`src/rtl/mtic_pkg.sv`:
```
`default_nettype none
package mtic_pkg;

   localparam int NTHR   = 8;
   localparam int NREG   = 8;
   localparam int THR_W  = $clog2(NTHR);
   localparam int REG_W  = $clog2(NREG);
   localparam int SLOT_W = THR_W + REG_W;
   localparam int NSLOT  = NTHR * NREG;
   localparam int CNT_W  = $clog2(NTHR + 1);
   localparam int XLEN   = 32;
   localparam int BUSY_W = 9;

   typedef enum logic [2:0] {
      OP_NOP   = 3'd0,
      OP_ADD   = 3'd1,
      OP_SUB   = 3'd2,
      OP_ADDI  = 3'd3,
      OP_SUBI  = 3'd4,
      OP_LOAD  = 3'd5,
      OP_STORE = 3'd6,
      OP_HALT  = 3'd7
   } op_type;

   typedef enum logic [2:0] {
      CSR_MODE    = 3'd0,
      CSR_THREADS = 3'd1,
      CSR_SWITCH  = 3'd2,
      CSR_LD_LAT  = 3'd3,
      CSR_ST_LAT  = 3'd4
   } csr_idx_type;

   // effective configuration seen by the back end
   typedef struct packed {
      logic             mode;
      logic [CNT_W-1:0] n;
      logic [7:0]       sw_load;
      logic [7:0]       ld_lat;
      logic [7:0]       st_lat;
   } cfg_type;

   typedef struct packed {
      op_type                 op;
      logic [REG_W-1:0]       dst;
      logic [REG_W-1:0]       src1;
      logic signed [XLEN-1:0] imm;
      logic                   use_imm;
      logic signed [XLEN-1:0] ldata;
      logic                   ldvalid;
      logic                   is_mem;
   } item_type;

   typedef struct packed {
      logic                   issued;
      logic                   fetch_valid;
      logic [2:0]             fetch_thread;
      logic [XLEN-1:0]        fetch_pc;
      logic                   mem_read;
      logic                   mem_write;
      logic [XLEN-1:0]        mem_addr;
      logic signed [XLEN-1:0] store_data;
      logic                   all_halted;
      logic [XLEN-1:0]        cycle_total;
      logic [XLEN-1:0]        instr_total;
   } rsp_type;

endpackage
`default_nettype wire

```
`src/rtl/mtic_front.sv`:
```
`default_nettype none
module mtic_front (
   input  wire logic              clock,
   input  wire logic              reset,
   input  wire logic              in_valid,
   output logic                   in_ready,
   input  wire mtic_pkg::item_type in_item,
   output logic                   q_valid,
   output mtic_pkg::item_type     q_item,
   input  wire logic              q_pop
);
   import mtic_pkg::*;

   item_type   slot_ff [2];
   logic       wp_ff, rp_ff;
   logic [1:0] cnt_ff;
   logic       push;
   item_type   cls;

   // classify the beat on the way in
   always_comb begin
      cls        = in_item;
      cls.is_mem = (in_item.op == OP_LOAD) || (in_item.op == OP_STORE);
   end

   assign in_ready = (cnt_ff != 2'd2);
   assign push     = in_valid && in_ready;
   assign q_valid  = (cnt_ff != 2'd0);
   assign q_item   = slot_ff[rp_ff];

   always_ff @(posedge clock) begin
      if (push) begin
         slot_ff[wp_ff] <= cls;
      end
      if (reset) begin
         wp_ff  <= 1'b0;
         rp_ff  <= 1'b0;
         cnt_ff <= 2'd0;
      end else begin
         if (push) wp_ff <= ~wp_ff;
         if (q_pop) rp_ff <= ~rp_ff;
         cnt_ff <= cnt_ff + {1'b0, push} - {1'b0, q_pop};
      end
   end

endmodule
`default_nettype wire

```
`config.mk`:
```
export PLATFORM = sky130hd
export DESIGN_NAME = mtic_front
export DESIGN_NICKNAME = d
export VERILOG_FILES = /design/src/rtl/mtic_pkg.sv /design/src/rtl/mtic_front.sv
export SDC_FILE = /design/constraint.sdc
export NUM_CORES = 1
export LEC_CHECK = 0
export BUFFER_PORTS_ARGS = -buffer_cell sky130_fd_sc_hd__buf_2
export CAP_MARGIN = 20
export CORE_MARGIN = 2
export CORE_UTILIZATION = 52
export CTS_CLUSTER_DIAMETER = 50
export DETAILED_ROUTE_END_ITERATION = 10
export PLACE_DENSITY = 0.79
export SKIP_LAST_GASP = 1
export SYNTH_ARGS = -nofsm -noshare
export SYNTH_HDL_FRONTEND = slang
export SYNTH_SLANG_ARGS = --single-unit
```
`constraint.sdc`:
```
create_clock -name clock -period 3.4 [get_ports clock]
set_clock_uncertainty 0.15 [all_clocks]
set_input_delay 0 -clock clock [delete_from_list [all_inputs] [get_ports clock]]
set_output_delay 0 -clock clock [all_outputs]
set_load 0.01 [all_outputs]
```
## Word-level counts from Yosys, hierarchy flattened

Memories as Yosys holds them, arrays and structs flattened. A register that Yosys moved wholly into a read port is not among the register bits.
Index checks and enable logic that the tools add are counted.

| storage, ports and cells | value |
|---|---|
| memory bits (writable) | 152 |
| output and inout bits | 78 |
| bits in latches | 0 |
| ROM bits | 0 |
| word-level logic and storage cells | 18 |
| bits in registers | 4 |
| bits of input ports | 80 |
| memories | 1 |

| operators by class | value |
|---|---|
| equal/unequal tests | 3 |
| bitwise gates (word level) | 2 |
| mux-type cells | 4 |
| multiply operators | 0 |
| add/subtract/negate cells | 2 |
| reductions and logical operators | 3 |
| divide/modulo/power cells | 0 |
| $lt $le $gt $ge | 0 |
| shift operators | 0 |

Memory list:

| memory | words | width | rd ports | clocked after Yosys merged registers in | write ports | line | source |
|---|---|---|---|---|---|---|---|
| slot_ff | 2 | 76 | 1 | 1 | 1 | mtic_front.sv:14 | `item_type slot_ff [2];` |

Operators by type and width:

| operator | count |
|---|---|
| $eq 3x3->1 const B | 2 |
| $mux 1 | 4 |
| $add 2x1->2 | 1 |
| $ne 2x2->1 const B | 1 |
| $not 1->1 | 2 |
| $reduce_bool 2->1 | 1 |
| $sub 2x1->2 | 1 |
| $logic_and 1x1->1 | 1 |
| $logic_or 1x1->1 | 1 |

## Longest topological paths before layout

Gate-level depths: netlist of the first run.

| logic depth | value |
|---|---|
| depth after elaboration | 4 |
| gate-level depth with buffers | 7 |
| mapped depth without buffers | 7 |

## Worst setup path before layout of the first run

OpenSTA, ideal clock, no wires.

| path | value |
|---|---|
| path type | flip-flop to flip-flop |
| start point | register cnt_ff[0] |
| end point | memory slot_ff[1][0] in the netlist's numbering (enable) |
| data required time | 2807 ps |
| arrival | 2424 ps |
| library setup time | 443 ps |
| buffers on the path | 0 |
| slack | 383 ps |
| period minus slack after synthesis | 3017 ps |
| stages on the path, launching flop included | 3 |
| cell sequence | dfxtp_1 nand2b_1 and3_1 |

| on the way | value |
|---|---|
| longest elaborated chain between the ends | 4 |

Ends and longest elaborated chain:

| what | line | source |
|---|---|---|
| start, declared | mtic_front.sv:16 | `logic [1:0] cnt_ff;` |
| start signal, assigned | mtic_front.sv:42 | `cnt_ff <= cnt_ff + {1'b0, push} - {1'b0, q_pop};` |
| $ne 2x2->1 | mtic_front.sv:26 | `assign in_ready = (cnt_ff != 2'd2);` |
| named net in_ready | mtic_front.sv:6 | `output logic in_ready,` |
| $logic_and 1x1->1 | mtic_front.sv:27 | `assign push = in_valid && in_ready;` |
| $mux 1 | mtic_front.sv:32 | `if (push) begin` |
| $mux 1 (not written as such) | mtic_front.sv:33 | `slot_ff[wp_ff] <= cls;` |
| end, declared | mtic_front.sv:14 |  |

The timed path passes the listed nets, and every way through them passes these cells.

==> results of run 1 <==
-- flip-flops by register name, summed over array words and instances (netlist names), named ones only --
name	flops
cnt_ff	2
rp_ff	1
slot_ff	152
wp_ff	1
-- worst max-delay path, delay by kind of cell, from the launching register on --
| kind | cells | cell delay, ps |
|---|---|---|
| buffers and inverters | 1 | 150 |
| flip-flops | 1 | 1040 |
| multiplexers | 1 | 430 |
-- logic make-up (layout without fill, tap and decap cells) --
family,after synthesis,in the layout,share of synthesized area
and+or+nand+nor,14,14,0.0148
adders and majority gates,1,1,0.00218
muxes,76,76,0.149
DFF,157,157,0.813
AOI/OAI and AO/OA,4,4,0.00545
buffers and inverters,12,272,0.0113
xor gates and xnor gates,3,3,0.00458
-- final cells by class --
cell class	count	share of cell area
Multi-Input combinational cell	98	0.126
Clock inverter	14	0.0239
Sequential cell	157	0.578
Tap cell	140	0.0217
Timing Repair Buffer	236	0.197
Clock buffer	18	0.0517
Inverter	4	0.00201
-- stage by stage --
| step | setup slack [ps] | power (mW) | std cells | hold WS [ps] |
|---|---|---|---|---|
| finish | 1110 | 4.92 | 667 | 52.8 |
| global route | 978 | 5.10 | 667 | 35.1 |
| CTS | 1060 | 4.94 | 667 | 27.2 |
| detailed placement | 1250 | 2.95 | 556 | 42.2 |
| global placement | 1330 | 2.93 | 556 | 37.4 |
| floorplan | 383 | 2.71 | 267 | -80.9 |
-- worst max-delay path by stage --
stage	start	end	slack (ps)	cells after the start
2_1_floorplan	cnt_ff[0]	slot_ff[1][0]	380	2
3_3_place_gp	cnt_ff[0]	slot_ff[0][34]	1330	4
3_5_place_dp	cnt_ff[1]	slot_ff[0][17]	1250	4
4_1_cts	register	q_item[25]	1060	2
5_1_grt	register	q_item[1]	980	2
6_report	register	q_item[15]	1110	2
-- per-layer routing --
layer / part of all wire / up-vias / global-route usage
met4: 0.019 / 0 / 0.0778
met1: 0.39 / 1602 / 0.210
met5: 0 / - / 0
li1: - / 1560 / -
met2: 0.53 / 112 / 0.346
met3: 0.056 / 20 / 0.0634
-- cells in the mapped netlist --
cell,n
sky130_fd_sc_hd__mux2_1,40
sky130_fd_sc_hd__xor2_1,1
sky130_fd_sc_hd__and2_1,1
sky130_fd_sc_hd__edfxtp_1,152
sky130_fd_sc_hd__a21boi_1,1
sky130_fd_sc_hd__or4b_1,1
sky130_fd_sc_hd__xnor2_1,2
sky130_fd_sc_hd__nand2_1,1
sky130_fd_sc_hd__mux2_2,36
sky130_fd_sc_hd__nand3b_1,1
sky130_fd_sc_hd__ha_1,1
sky130_fd_sc_hd__inv_1,4
sky130_fd_sc_hd__a21oi_1,1
sky130_fd_sc_hd__dfxtp_1,5
sky130_fd_sc_hd__or2_2,1
sky130_fd_sc_hd__a21bo_2,1
sky130_fd_sc_hd__nor2_1,3
sky130_fd_sc_hd__buf_4,4
sky130_fd_sc_hd__nand4_1,2
sky130_fd_sc_hd__buf_2,4
sky130_fd_sc_hd__nor2b_1,1
sky130_fd_sc_hd__and3_1,1
sky130_fd_sc_hd__nand2b_1,1
sky130_fd_sc_hd__nand4b_1,1
sky130_fd_sc_hd__a2111oi_0,1
-- report_power, final --
part | switching [mW] | internal, mW
Sequential | 0.0742 | 2.32
Combinational | 0.296 | 0.301
Clock | 0.735 | 1.19
Total | 1.11 | 3.81
-- timing repair --
item / in CTS / in global routing
endpoints found under the hold margin: 157 / 0
hold buffers: 79 / 0
buffers inserted: 0 / 0
endpoints found under the setup margin: 0 / 0
==> results.sh, run 1 <==
export IMPL_place_gp_congestion=0.684
export IMPL_synth_avg_cell_area_um2=21.5
export IMPL_max_slew_worst_pin_slew_ps=1050
export IMPL_outcome="finished clean"
export IMPL_period_share=0.675
export IMPL_boundaryPins=158
export IMPL_floorplan_initialDensity=0.532
export IMPL_largest_net_degree_at_the_start_of_global_routing=77
export IMPL_routed_wirelength_mm=11.2
export IMPL_reg2reg_depth=4
export IMPL_io_buffer_count=156
export IMPL_whs_endpoint="slot_ff[0][27]"
export IMPL_wire_per_inst_um=16.8
export IMPL_remaining_drcs=0
export IMPL_cts_tree="built"
export IMPL_antenna_diode_count=0
export IMPL_sort_of_element_at_the_start_of_the_critical_path="register"
export IMPL_cell_variety_after_synth=25
export IMPL_cts_root_buffer="sky130_fd_sc_hd__clkbuf_8"
export IMPL_finalMaxSlewViolations=0
export IMPL_hold_viol=0
export IMPL_synth_top_area_frac=0.795
export IMPL_via_density_per_instance=4.94
export IMPL_fillCellCount=668
export IMPL_die_area_um2=11900
export IMPL_grt_pass1_wl_mm=16.7
export IMPL_final_cell_mix="sky130_fd_sc_hd__buf_2 (156), sky130_fd_sc_hd__edfxtp_1 (152), sky130_fd_sc_hd__dlygate4sd3_1 (79)"
export IMPL_rr_endpoint="slot_ff[0][30]"
export IMPL_syn_area_um2=5740
export IMPL_cts_path_max_buffers=2
export IMPL_cts_htree_levels=4
export IMPL_number_of_antenna_violations_at_the_first_check_in_global_routing=0
export IMPL_timing_hold_worst_path_depth=2
export IMPL_drtAntennaViolNets=0
export IMPL_fp_dieH_um=109
export IMPL_drt_iter0_drc=146
export IMPL_max_fanout_on_critical_path=76
export IMPL_powerDensity_nw_per_um2=609
export IMPL_synth_area_leaders="sky130_fd_sc_hd__edfxtp_1 (80%), sky130_fd_sc_hd__mux2_1 (7.8%), sky130_fd_sc_hd__mux2_2 (7.1%)"
export IMPL_crit_path_cell_chain="mux2_2 -> buf_2"
export IMPL_crit_path_arrival_time_ps=2140
export IMPL_synth_nets=348
export IMPL_floorplan_rows=38
export IMPL_worst_setup_path_type="reg -> out"
export IMPL_post_synth_inst_count=267
export IMPL_register_area_um2=4670
export IMPL_synth_warning_count=0
export IMPL_cts_repair_resize_count=0
export IMPL_power_leakage_nw=3.08
export IMPL_fmax_mhz=436
export IMPL_timing_critical_path_slowest_cell_delay_ps=1040
export IMPL_kind_of_end_point_of_the_critical_path="output pin"
export IMPL_drv_cap=0
export IMPL_finished_layout_cell_area_um2=8080
export IMPL_postSynthRegisterBits=157
export IMPL_first_global_vias=3487
export IMPL_grt_remaining_overflow=0
export IMPL_hold_start="in_item[27]"
export IMPL_cts_num_sinks=157
export IMPL_yosysTopAreaCell="sky130_fd_sc_hd__edfxtp_1"
export IMPL_nNetsFinal=595
export IMPL_floorplan_core_area_um2=10800
export IMPL_drive_above_1_share=0.431
export IMPL_first_pass_iters=4
export IMPL_report_final_setup_viol=0
export IMPL_max_slew_margin_rel=0.299
export IMPL_clk_latency_ps=510
export IMPL_clkTransAtPathRegs_ps=70
export IMPL_worstPathRequired_ps=3250
export IMPL_r2r_setup_slack_ps=1220
export IMPL_mostFrequentLayoutCell="sky130_fd_sc_hd__buf_2"
export IMPL_vdd_drop_max_mv=0.467
export IMPL_die_width_um=109
export IMPL_flow_area_growth_from_synthesis_pct=40.7
export IMPL_rsz0062_at_grt="no"
export IMPL_fin_setup_tns_ps=0
export IMPL_holdCritPathClass="in -> reg"
export IMPL_fin_util=0.748
export IMPL_multiInputGateArea_um2=1020
export IMPL_overall_global_routing_usage=0.193
export IMPL_library_cell_contributing_the_largest_single_delay_on_the_critical_path="sky130_fd_sc_hd__dfxtp_4"
export IMPL_final_min_clock_period_ps=2290
export IMPL_placed_area_um2=6680
export IMPL_tritoncts_num_buffers=17
export IMPL_route_vias_total=3294
export IMPL_dpl_hpwl_mm=6.05
export IMPL_rr_startpoint="cnt_ff[1]"
export IMPL_seq_area_frac_synth=0.813
Note: power is estimated with default switching activity, not from simulation.
==> run 2, diff against run 1 <==
--- a/config.mk
+++ b/config.mk
@@ -5,6 +5,7 @@
 export SDC_FILE = /design/constraint.sdc
 export NUM_CORES = 1
 export LEC_CHECK = 0
+export ABC_AREA = 1
 export BUFFER_PORTS_ARGS = -buffer_cell sky130_fd_sc_hd__buf_2
 export CAP_MARGIN = 20
 export CORE_MARGIN = 2
==> constraint.sdc (replaced) <==
create_clock -name clock -period 2.16 [get_ports clock]
set_clock_uncertainty 0.15 [all_clocks]
set_input_delay 0 -clock clock [delete_from_list [all_inputs] [get_ports clock]]
set_output_delay 0 -clock clock [all_outputs]
set_load 0.01 [all_outputs]
==> run 2 against run 1 <==
Compared with the run above: sequential power grew 56%; final cell count grew 1.5%; routed wire length shrank 0.62%; non-clock buffer count grew 8; total power grew 58%; worst hold slack gained 110 ps; critical path depth grew 1; die area grew 2.2%; via count is essentially flat; global-route usage shrank 0.62 points; setup slack lost 920 ps; combinational power grew 83%; largest cell class unchanged.
==> results.sh, run 2 <==
export IMPL_report_final_setup_viol=0
export IMPL_drive_above_1_share=0.516
export IMPL_cts_tree="built"
export IMPL_library_cell_contributing_the_largest_single_delay_on_the_critical_path="sky130_fd_sc_hd__dfxtp_4"
export IMPL_worstPathRequired_ps=2010
export IMPL_synth_area_leaders="sky130_fd_sc_hd__edfxtp_1 (78%), sky130_fd_sc_hd__mux2_4 (10%), sky130_fd_sc_hd__mux2_2 (6.9%)"
export IMPL_max_fanout_on_critical_path=23
export IMPL_grt_pass1_wl_mm=16.5
export IMPL_whs_endpoint="slot_ff[0][32]"
export IMPL_post_synth_and_or_nand_nor_area_fraction=0.0100
export IMPL_synth_avg_cell_area_um2=21.8
export IMPL_cts_root_buffer="sky130_fd_sc_hd__clkbuf_16"
export IMPL_yosysTopAreaCell="sky130_fd_sc_hd__edfxtp_1"
export IMPL_max_slew_worst_pin_slew_ps=459
export IMPL_io_buffer_count=156
export IMPL_drv_cap=0
export IMPL_place_gp_congestion=0.665
export IMPL_remaining_drcs=0
export IMPL_clkTransAtPathRegs_ps=60
export IMPL_finalMaxSlewViolations=0
export IMPL_synth_mux_area_frac=0.171
export IMPL_cts_repair_resize_count=0
export IMPL_reg2reg_depth=5
export IMPL_via_density_per_instance=4.87
export IMPL_cell_variety_after_synth=16
export IMPL_wl_met2_mm=5.91
export IMPL_fin_cells=677
export IMPL_post_synth_inst_count=269
export IMPL_overall_global_routing_usage=0.187
export IMPL_cts_path_max_buffers=2
export IMPL_antenna_diode_count=0
export IMPL_cts_num_sinks=157
export IMPL_nNetsFinal=605
export IMPL_fp_dieH_um=110
export IMPL_crit_path_cell_chain="buf_4 -> mux2_2 -> buf_2"
export IMPL_largest_net_degree_at_the_start_of_global_routing=44
export IMPL_hold_start="in_item[32]"
export IMPL_timing_hold_worst_path_depth=2
export IMPL_postSynthRegisterBits=157
export IMPL_synth_async_sr_flop_share=0
export IMPL_floorplan_initialDensity=0.537
export IMPL_met1_length_mm=4.30
export IMPL_powerDensity_nw_per_um2=935
export IMPL_first_pass_iters=5
export IMPL_hold_viol=0
export IMPL_crit_path_arrival_time_ps=1820
export IMPL_kind_of_end_point_of_the_critical_path="output pin"
export IMPL_drt_iter0_drc=172
export IMPL_drtAntennaViolNets=0
export IMPL_place_inst=566
export IMPL_synth_top_family_by_area="multiplexers"
export IMPL_largest_register="slot_ff"
export IMPL_fillCellCount=643
export IMPL_period_share=0.912
export IMPL_tritoncts_num_buffers=17
export IMPL_outcome="finished clean"
export IMPL_synthFlopType="sky130_fd_sc_hd__edfxtp_1"
export IMPL_met3_wirelength_um=791
export IMPL_post_place_ws_ps=517
export IMPL_sort_of_element_at_the_start_of_the_critical_path="register"
export IMPL_synth_warning_count=0
export IMPL_seq_area_frac_synth=0.795
export IMPL_max_slew_margin_rel=0.694
export IMPL_final_min_clock_period_ps=1970
export IMPL_yosysMostFrequentCell="sky130_fd_sc_hd__edfxtp_1"
export IMPL_rsz0062_at_grt="no"
export IMPL_synth_top_area_frac=0.778
export IMPL_vdd_drop_max_mv=0.559
export IMPL_clk_latency_ps=410
export IMPL_yosys_area_share_xor_xnor=0.00298
export IMPL_floorplan_rows=38
export IMPL_fin_util=0.759
export IMPL_largest_register_ff_count=152
export IMPL_rr_startpoint="cnt_ff[0]"
export IMPL_routed_wirelength_mm=11.1
export IMPL_synth_nets=350
export IMPL_holdCritPathClass="in -> reg"
export IMPL_reg_top3="slot_ff (152), cnt_ff (2)"
export IMPL_number_of_antenna_violations_at_the_first_check_in_global_routing=0
export IMPL_topRoutingLayerUsed="met4"
export IMPL_mostFrequentLayoutCell="sky130_fd_sc_hd__buf_2"
export IMPL_dpl_hpwl_mm=6.71
export IMPL_die_area_um2=12200
export IMPL_cts_htree_levels=4
export IMPL_rr_endpoint="slot_ff[1][65]"
export IMPL_number_of_enable_type_register_cells_in_the_synthesized_netlist=152
export IMPL_layout_setup_ws_ps=189
export IMPL_first_global_vias=3522
export IMPL_synth_adder_area_share=0.00213
export IMPL_power_leakage_nw=3.27
export IMPL_flow_area_growth_from_synthesis_pct=41.5
export IMPL_timing_critical_path_slowest_cell_delay_ps=620
export IMPL_synth_compound_area_frac=0.00341
export IMPL_synthTopCellsByCount="sky130_fd_sc_hd__edfxtp_1 (152), sky130_fd_sc_hd__mux2_4 (40), sky130_fd_sc_hd__mux2_2 (36)"
export IMPL_die_width_um=110
export IMPL_fmax_mhz=507
export IMPL_route_vias_total=3295
export IMPL_grt_remaining_overflow=0
export IMPL_worst_setup_path_type="reg -> out"
export IMPL_boundaryPins=158
export IMPL_final_cell_mix="sky130_fd_sc_hd__buf_2 (156), sky130_fd_sc_hd__edfxtp_1 (152), sky130_fd_sc_hd__dlygate4sd3_1 (79)"
export IMPL_fin_setup_tns_ps=0
export IMPL_wire_per_inst_um=16.5
export IMPL_r2r_setup_slack_ps=520
export IMPL_floorplan_core_area_um2=10900
export IMPL_syn_area_um2=5870
==> run 2: worst max-delay path by stage <==
stage	startpoint	endpoint	depth (start not counted)	slack, ps
after floorplan	cnt_ff[0]	slot_ff[1][0]	4	-80
after global routing	register	q_item[9]	3	110
after detailed placement	cnt_ff[0]	slot_ff[1][7]	5	520
after global placement	cnt_ff[0]	slot_ff[1][71]	5	570
final	register	q_item[9]	3	190
after CTS	register	q_item[9]	3	160
==> run 2: cell families after synthesis <==
group	after synthesis
flops	157
mux	76
xor+xnor	2
buf+inv	14
simple gates	15
fa+ha+maj	1
compound gates	4
==> run 2: what timing repair did <==
item | in CTS | in global routing
endpoints found under the hold margin | 157 | 0
hold buffers | 79 | 0
setup buffers | 0 | 0
==> run 2: metrics by stage <==
| step | cell area (um^2) | hold WS (ps) | total power [mW] |
|---|---|---|---|
| finish | 8310 | 159 | 7.76 |
| global route | 8310 | 145 | 8.07 |
| CTS | 8310 | 140 | 7.83 |
| detailed placement | 6920 | 40.7 | 4.78 |
| global placement | 6920 | 36.8 | 4.74 |
| floorplan | 5900 | -86.2 | 4.36 |
==> run 2: critical path, delay by kind of cell (launching register included) <==
family                 cells  cell delay, ps
flip-flops                 1             620
multiplexers               1             370
buffers and inverters      2             410
==> run 2: report_power, final <==
part / internal (mW) / switching (mW) / leakage (nW) / total [mW]
clock: 1.84 / 1.09 / 0.283 / 2.94
combinational: 0.581 / 0.513 / 1.53 / 1.09
sequential: 3.64 / 0.0916 / 1.46 / 3.73
==> run 2: cell type report <==
| cell class | instances | area [um^2] | share of cell area |
|---|---|---|---|
| Multi-Input combinational cell | 98 | 1140 | 0.138 |
| Clock buffer | 21 | 450 | 0.0542 |
| Clock inverter | 11 | 141 | 0.0170 |
| Sequential cell | 157 | 4670 | 0.562 |
| Tap cell | 140 | 175 | 0.0211 |
| Inverter | 6 | 22.5 | 0.00271 |
| Timing Repair Buffer | 244 | 1700 | 0.205 |
==> run 2: per-layer routing <==
metal  track usage  vias up
li1              -     1567
met2         0.338      125
met1         0.205     1592
met5             0        -
met3        0.0670       11
met4        0.0571        0
